**src/agsp_pkg.sv**
```systemverilog
// ----------------------------------------------------------------------------
// agsp_pkg
// Shared types, defaults and saturating helpers for the gain-scheduled
// PI airbrake controller.
// ----------------------------------------------------------------------------
`default_nettype none

package agsp_pkg;

    // Default parameter values
    localparam int POLY_DEGREE_DEF       = 5;
    localparam int COUNT_LIMIT_DEF       = 10;
    localparam int SAMPLE_PERIOD_Q16_DEF = 655;

    // Register indexes on the configuration port
    typedef enum logic [2:0] {
        REG_ACT_MACH   = 3'd0,
        REG_DEACT_MACH = 3'd1,
        REG_CUTOFF     = 3'd2,
        REG_SLOPE      = 3'd3,
        REG_FLOOR      = 3'd4,
        REG_TRIM       = 3'd5,
        REG_COEFF_SEL  = 3'd6,
        REG_COEFF_VAL  = 3'd7
    } reg_idx_t;

    // Multiplier request and response
    typedef struct packed {
        logic               start;
        logic signed [63:0] a;
        logic signed [63:0] b;
    } mul_req_t;

    typedef struct packed {
        logic               busy;
        logic               done;
        logic signed [63:0] result;
    } mul_rsp_t;

    // Saturating 64-bit add
    function automatic logic signed [63:0] sat_add64(input logic signed [63:0] a,
                                                     input logic signed [63:0] b);
        logic signed [64:0] s;
        s = 65'(a) + 65'(b);
        if (s[64] != s[63]) begin
            sat_add64 = s[64] ? {1'b1, 63'd0} : {1'b0, {63{1'b1}}};
        end else begin
            sat_add64 = s[63:0];
        end
    endfunction

    // Saturating 64-bit negate
    function automatic logic signed [63:0] sat_neg64(input logic signed [63:0] a);
        if (a == {1'b1, 63'd0}) begin
            sat_neg64 = {1'b0, {63{1'b1}}};
        end else begin
            sat_neg64 = -a;
        end
    endfunction

    // Clamp a 64-bit value into signed 32 bits
    function automatic logic signed [31:0] clamp32(input logic signed [63:0] a);
        if (a > 64'sh000000007FFFFFFF) begin
            clamp32 = 32'sh7FFFFFFF;
        end else if (a < -64'sh0000000080000000) begin
            clamp32 = 32'sh80000000;
        end else begin
            clamp32 = a[31:0];
        end
    endfunction

endpackage

`default_nettype wire

```
**src/agsp_mul.sv**
```systemverilog
// ----------------------------------------------------------------------------
// agsp_mul
// Multi-cycle signed 64x64 multiplier: round(a*b / 2^16), ties away from
// zero, saturated to signed 64 bits. One 32x32 partial product a cycle.
// ----------------------------------------------------------------------------
`default_nettype none

module agsp_mul (
    input  wire logic             aclk,
    input  wire logic             aresetn,
    input  agsp_pkg::mul_req_t    req,
    output agsp_pkg::mul_rsp_t    rsp
);
    import agsp_pkg::*;

    typedef enum logic [2:0] {M_IDLE, M_PROD, M_LAST, M_RND, M_SAT} mstate_t;

    mstate_t       state_reg;
    logic [1:0]    step_reg;
    logic          neg_reg;
    logic [63:0]   ma_reg;
    logic [63:0]   mb_reg;
    logic [63:0]   pp_reg;
    logic [1:0]    pp_step_reg;
    logic [127:0]  acc_reg;
    logic [111:0]  q_reg;
    logic          done_reg;
    logic [63:0]   result_reg;

    logic [31:0]   op_a;
    logic [31:0]   op_b;
    logic [127:0]  pp_shifted;
    logic [127:0]  rnd_sum;
    logic [63:0]   limit;
    logic [63:0]   q_sat;

    // Select operand halves for this step
    always_comb begin
        op_a = step_reg[1] ? ma_reg[63:32] : ma_reg[31:0];
        op_b = step_reg[0] ? mb_reg[63:32] : mb_reg[31:0];
    end

    // Align the previous partial product
    always_comb begin
        case (pp_step_reg)
            2'd0:    pp_shifted = {64'd0, pp_reg};
            2'd3:    pp_shifted = {pp_reg, 64'd0};
            default: pp_shifted = {32'd0, pp_reg, 32'd0};
        endcase
    end

    assign rnd_sum = acc_reg + 128'd32768;
    assign limit   = neg_reg ? {1'b1, 63'd0} : {1'b0, {63{1'b1}}};

    always_comb begin
        if (q_reg[111:64] != 48'd0 || q_reg[63:0] > limit) begin
            q_sat = limit;
        end else begin
            q_sat = q_reg[63:0];
        end
    end

    always_ff @(posedge aclk) begin
        if (!aresetn) begin
            state_reg <= M_IDLE;
            step_reg  <= 2'd0;
            done_reg  <= 1'b0;
        end else begin
            done_reg <= 1'b0;
            unique case (state_reg)
                M_IDLE: begin
                    if (req.start) begin
                        neg_reg   <= req.a[63] ^ req.b[63];
                        ma_reg    <= req.a[63] ? 64'(-req.a) : req.a;
                        mb_reg    <= req.b[63] ? 64'(-req.b) : req.b;
                        acc_reg   <= 128'd0;
                        step_reg  <= 2'd0;
                        state_reg <= M_PROD;
                    end
                end
                M_PROD: begin
                    // multiply one pair of halves, accumulate the one before
                    pp_reg      <= op_a * op_b;
                    pp_step_reg <= step_reg;
                    if (step_reg != 2'd0) begin
                        acc_reg <= acc_reg + pp_shifted;
                    end
                    step_reg <= step_reg + 2'd1;
                    if (step_reg == 2'd3) begin
                        state_reg <= M_LAST;
                    end
                end
                M_LAST: begin
                    acc_reg   <= acc_reg + pp_shifted;
                    state_reg <= M_RND;
                end
                M_RND: begin
                    q_reg     <= rnd_sum[127:16];
                    state_reg <= M_SAT;
                end
                M_SAT: begin
                    result_reg <= neg_reg ? 64'(-q_sat) : q_sat;
                    done_reg   <= 1'b1;
                    state_reg  <= M_IDLE;
                end
                default: state_reg <= M_IDLE;
            endcase
        end
    end

    assign rsp.busy   = (state_reg != M_IDLE);
    assign rsp.done   = done_reg;
    assign rsp.result = result_reg;

endmodule

`default_nettype wire

```
**config.mk**
```make
export PLATFORM = sky130hd
export DESIGN_NAME = agsp_mul
export DESIGN_NICKNAME = d
export VERILOG_FILES = /design/src/agsp_pkg.sv /design/src/agsp_mul.sv
export SDC_FILE = /design/constraint.sdc
export NUM_CORES = 2
export LEC_CHECK = 0
export ABC_AREA = 1
export BUFFER_PORTS_ARGS = -buffer_cell sky130_fd_sc_hd__buf_2
export CORE_MARGIN = 2
export CORE_UTILIZATION = 40
export CTS_CLUSTER_DIAMETER = 80
export DETAILED_ROUTE_END_ITERATION = 16
export PLACE_DENSITY = 0.64
export SYNTH_ARGS = -nofsm -noshare
export SYNTH_HDL_FRONTEND = slang
export SYNTH_SLANG_ARGS = --single-unit
```
**constraint.sdc**
```tcl
create_clock -name aclk -period 25.2 [get_ports aclk]
set_input_delay 3.78 -clock aclk [delete_from_list [all_inputs] [get_ports aclk]]
set_output_delay 3.78 -clock aclk [all_outputs]
set_load 0.01 [all_outputs]
```
==> flow_metrics.tcl <==
set metrics [dict create \
    status "complete, no violations" \
    insertion_delay_ns 0.73 \
    drtIter0Drc 5860 \
    layout-area-overhead-vs-synth_pct 9.17 \
    fin_crit_ns 9.89 \
    clkTransAtPathRegs_ns 0.06 \
    synth_flop_cell "edfxtp_1" \
    start_util 0.404 \
    numCtsBuffers 70 \
    rows 153 \
    critPathMaxFanout 35 \
    tns_ns 0 \
    reg2reg_slack_ns 15.32 \
    finalClockSkew_ns 0.0323 \
    hold_path_class "reg -> reg" \
    hold_buffers 0 \
    fin_util 0.441 \
    drt-total-wl_um 267000 \
    drcViolationCount 0 \
    cts_tree "done" \
    synth_seq_area_share 0.215 \
    finalHoldViolations 0 \
    antenna_left 0 \
    fin_nets 10400 \
    synth.distinct_cells 69 \
    worst_r2r_endpoint "pp_reg[61]$_DFFE_PP_" \
    crit_type "reg -> reg" \
    root_buffer "clkbuf_16" \
    syn-num-nets 10300 \
    io_pins 197 \
    dieArea_mm2 0.179 \
    synth_area_mm2 0.0703 \
    max_freq_ghz 0.101 \
    rsz0062_at_grt "false" \
    start_kind "register" \
    final-setup-viol-count 0 \
    max_slew_margin 0.146 \
    critPathLaunch "step_reg[0]$_SDFFE_PN0P_" \
    avgSynthCellArea_um2 7.98 \
    slowest_stage "clkinv_1" \
    hp-start "state_reg[0]$_SDFFE_PN0P_" \
    ys_async_sr_fraction 0 \
    ys_ff_latch 505 \
    ys.warnings.count 0 \
    required_ns 25.65 \
    grt_pass1_vias 63200 \
    gp_congestion 1.08 \
    cts_num_sinks 505 \
    layout_setup_ws_ns 15.32 \
    fill_cells 17600 \
    cp.arrival_ns 10.33 \
    largest_reg_flops 128 \
    slowest_delay_ns 0.77 \
    grt_overflow 0 \
    wire_per_inst_um 23.5 \
    ctsResizeCount 0 \
    synth_edf_count 499 \
    antenna_found_initial 7 \
    r2r-start "step_reg[0]$_SDFFE_PN0P_" \
    vias 62200 \
    drv_cap 0 \
    dpl.hpwl_um 218000 \
    worst_setup_path_end_kind "register" \
    fp.dieW_um 423 \
    slew_violations 0 \
    drt-pass1-iter-count 6 \
    rr_worst_depth 28 \
    grt_pass1_wl_um 397000 \
    port_buffers 196 \
    routed_via_density 5.49 \
    htreeDepth 3 \
    grt_usage 0.295 \
    drive_above_1_share 0.0713 \
    dieHeight_um 423 \
    critPathCapture "pp_reg[61]$_DFFE_PP_" \
    grt_max_degree 129 \
    max_slew.worst_pin.slew_ns 1.26 \
    core_area_mm2 0.174 \
    pre_cts_slack_ns 15.41 \
    syn_inst 8815 \
    post_cts_buffers 0 \
    clock_path_buffers 3 \
    fin_crit_sh 0.392 \
    path_common_cell "fa_1" \
]
## cells in the mapped netlist (71+ instances only)
| master | n | area (um^2) |
|---|---|---|
| clkbuf_1 | 208 | 781 |
| inv_1 | 1813 | 6810 |
| a31oi_1 | 85 | 532 |
| xor2_1 | 196 | 1720 |
| xnor2_1 | 103 | 902 |
| fa_1 | 897 | 18000 |
| nand3_1 | 259 | 1300 |
| o21ai_0 | 319 | 1600 |
| nor2_1 | 1326 | 4980 |
| nor4_1 | 74 | 463 |
| a21oi_1 | 557 | 2790 |
| ha_1 | 462 | 5780 |
| o21a_1 | 71 | 533 |
| nor3_1 | 93 | 465 |
| nand4_1 | 86 | 538 |
| edfxtp_1 | 499 | 15000 |
| nand2_1 | 1271 | 4770 |
## logic make-up after synthesis
logic type,count (synthesis),synth area share
AOI/OAI and AO/OA,1267,0.0998
xor gates and xnor gates,299,0.0372
adders and majority gates,1359,0.338
buffers and inverters,2094,0.113
DFF,505,0.215
and+or+nand+nor,3291,0.198
## worst min path at each step
stage | depth (start not counted) | end
6_report | 1 | done_reg$_SDFF_PN0_
3_5_place_dp | 1 | done_reg$_SDFF_PN0_
3_3_place_gp | 1 | done_reg$_SDFF_PN0_
2_1_floorplan | 0 | pp_step_reg[1]$_DFFE_PP_
4_1_cts | 1 | done_reg$_SDFF_PN0_
5_1_grt | 1 | done_reg$_SDFF_PN0_
## per-stage QoR
stage          instance area [um^2]  hold WS (ns)  instances
5_1_grt                       76700         0.563      11300
3_3_place_gp                  74400         0.518      11200
6_report                      76800         0.551      11300
4_1_cts                       76700         0.546      11300
2_1_floorplan                 70300         0.432       8815
3_5_place_dp                  74400         0.537      11200
## metal layers
metal  vias to the layer above  GRT usage  part of all wire
met5                         -          0                 0
met4                         0      0.135             0.054
met3                       658     0.0443             0.082
met2                      2931      0.484              0.46
met1                     30500      0.385              0.40
li1                      28100          -                 -
## cell usage in the layout (no fill, tap or decap), drive strengths merged, types with 87 or more instances in the layout
| cell | n |
|---|---|
| a21oi | 557 |
| buf | 302 |
| edfxtp | 499 |
| fa | 897 |
| ha | 462 |
| inv | 1836 |
| nand2 | 1289 |
| nand3 | 272 |
| nand4 | 87 |
| nor2 | 1363 |
| nor3 | 104 |
| o21ai | 388 |
| xnor2 | 103 |
| xor2 | 196 |
## worst max-delay path: cells and delay by family (launching register included)
kind,cells,cell delay (ns)
xor gates and xnor gates,1,0.15
adders and majority gates,9,4.47
AOI/OAI and AO/OA,2,0.22
buffers and inverters,9,2.45
and+or+nand+nor,7,1.95
DFF,1,0.31
## area by class of cell
type	count	area [um^2]	area share
multi-input combinational	6216	47600	0.620
sequential	505	15100	0.197
inverter	1853	6960	0.0906
tap	2325	2910	0.0379
clock buffer	84	1840	0.0239
timing repair buffer	302	1790	0.0233
clock inverter	42	526	0.00685
antenna	5	12.5	0.000163
Power is left out: the tool's default activity adds up to more than one toggle a clock period on the data nets, which glitch-free logic cannot reach.
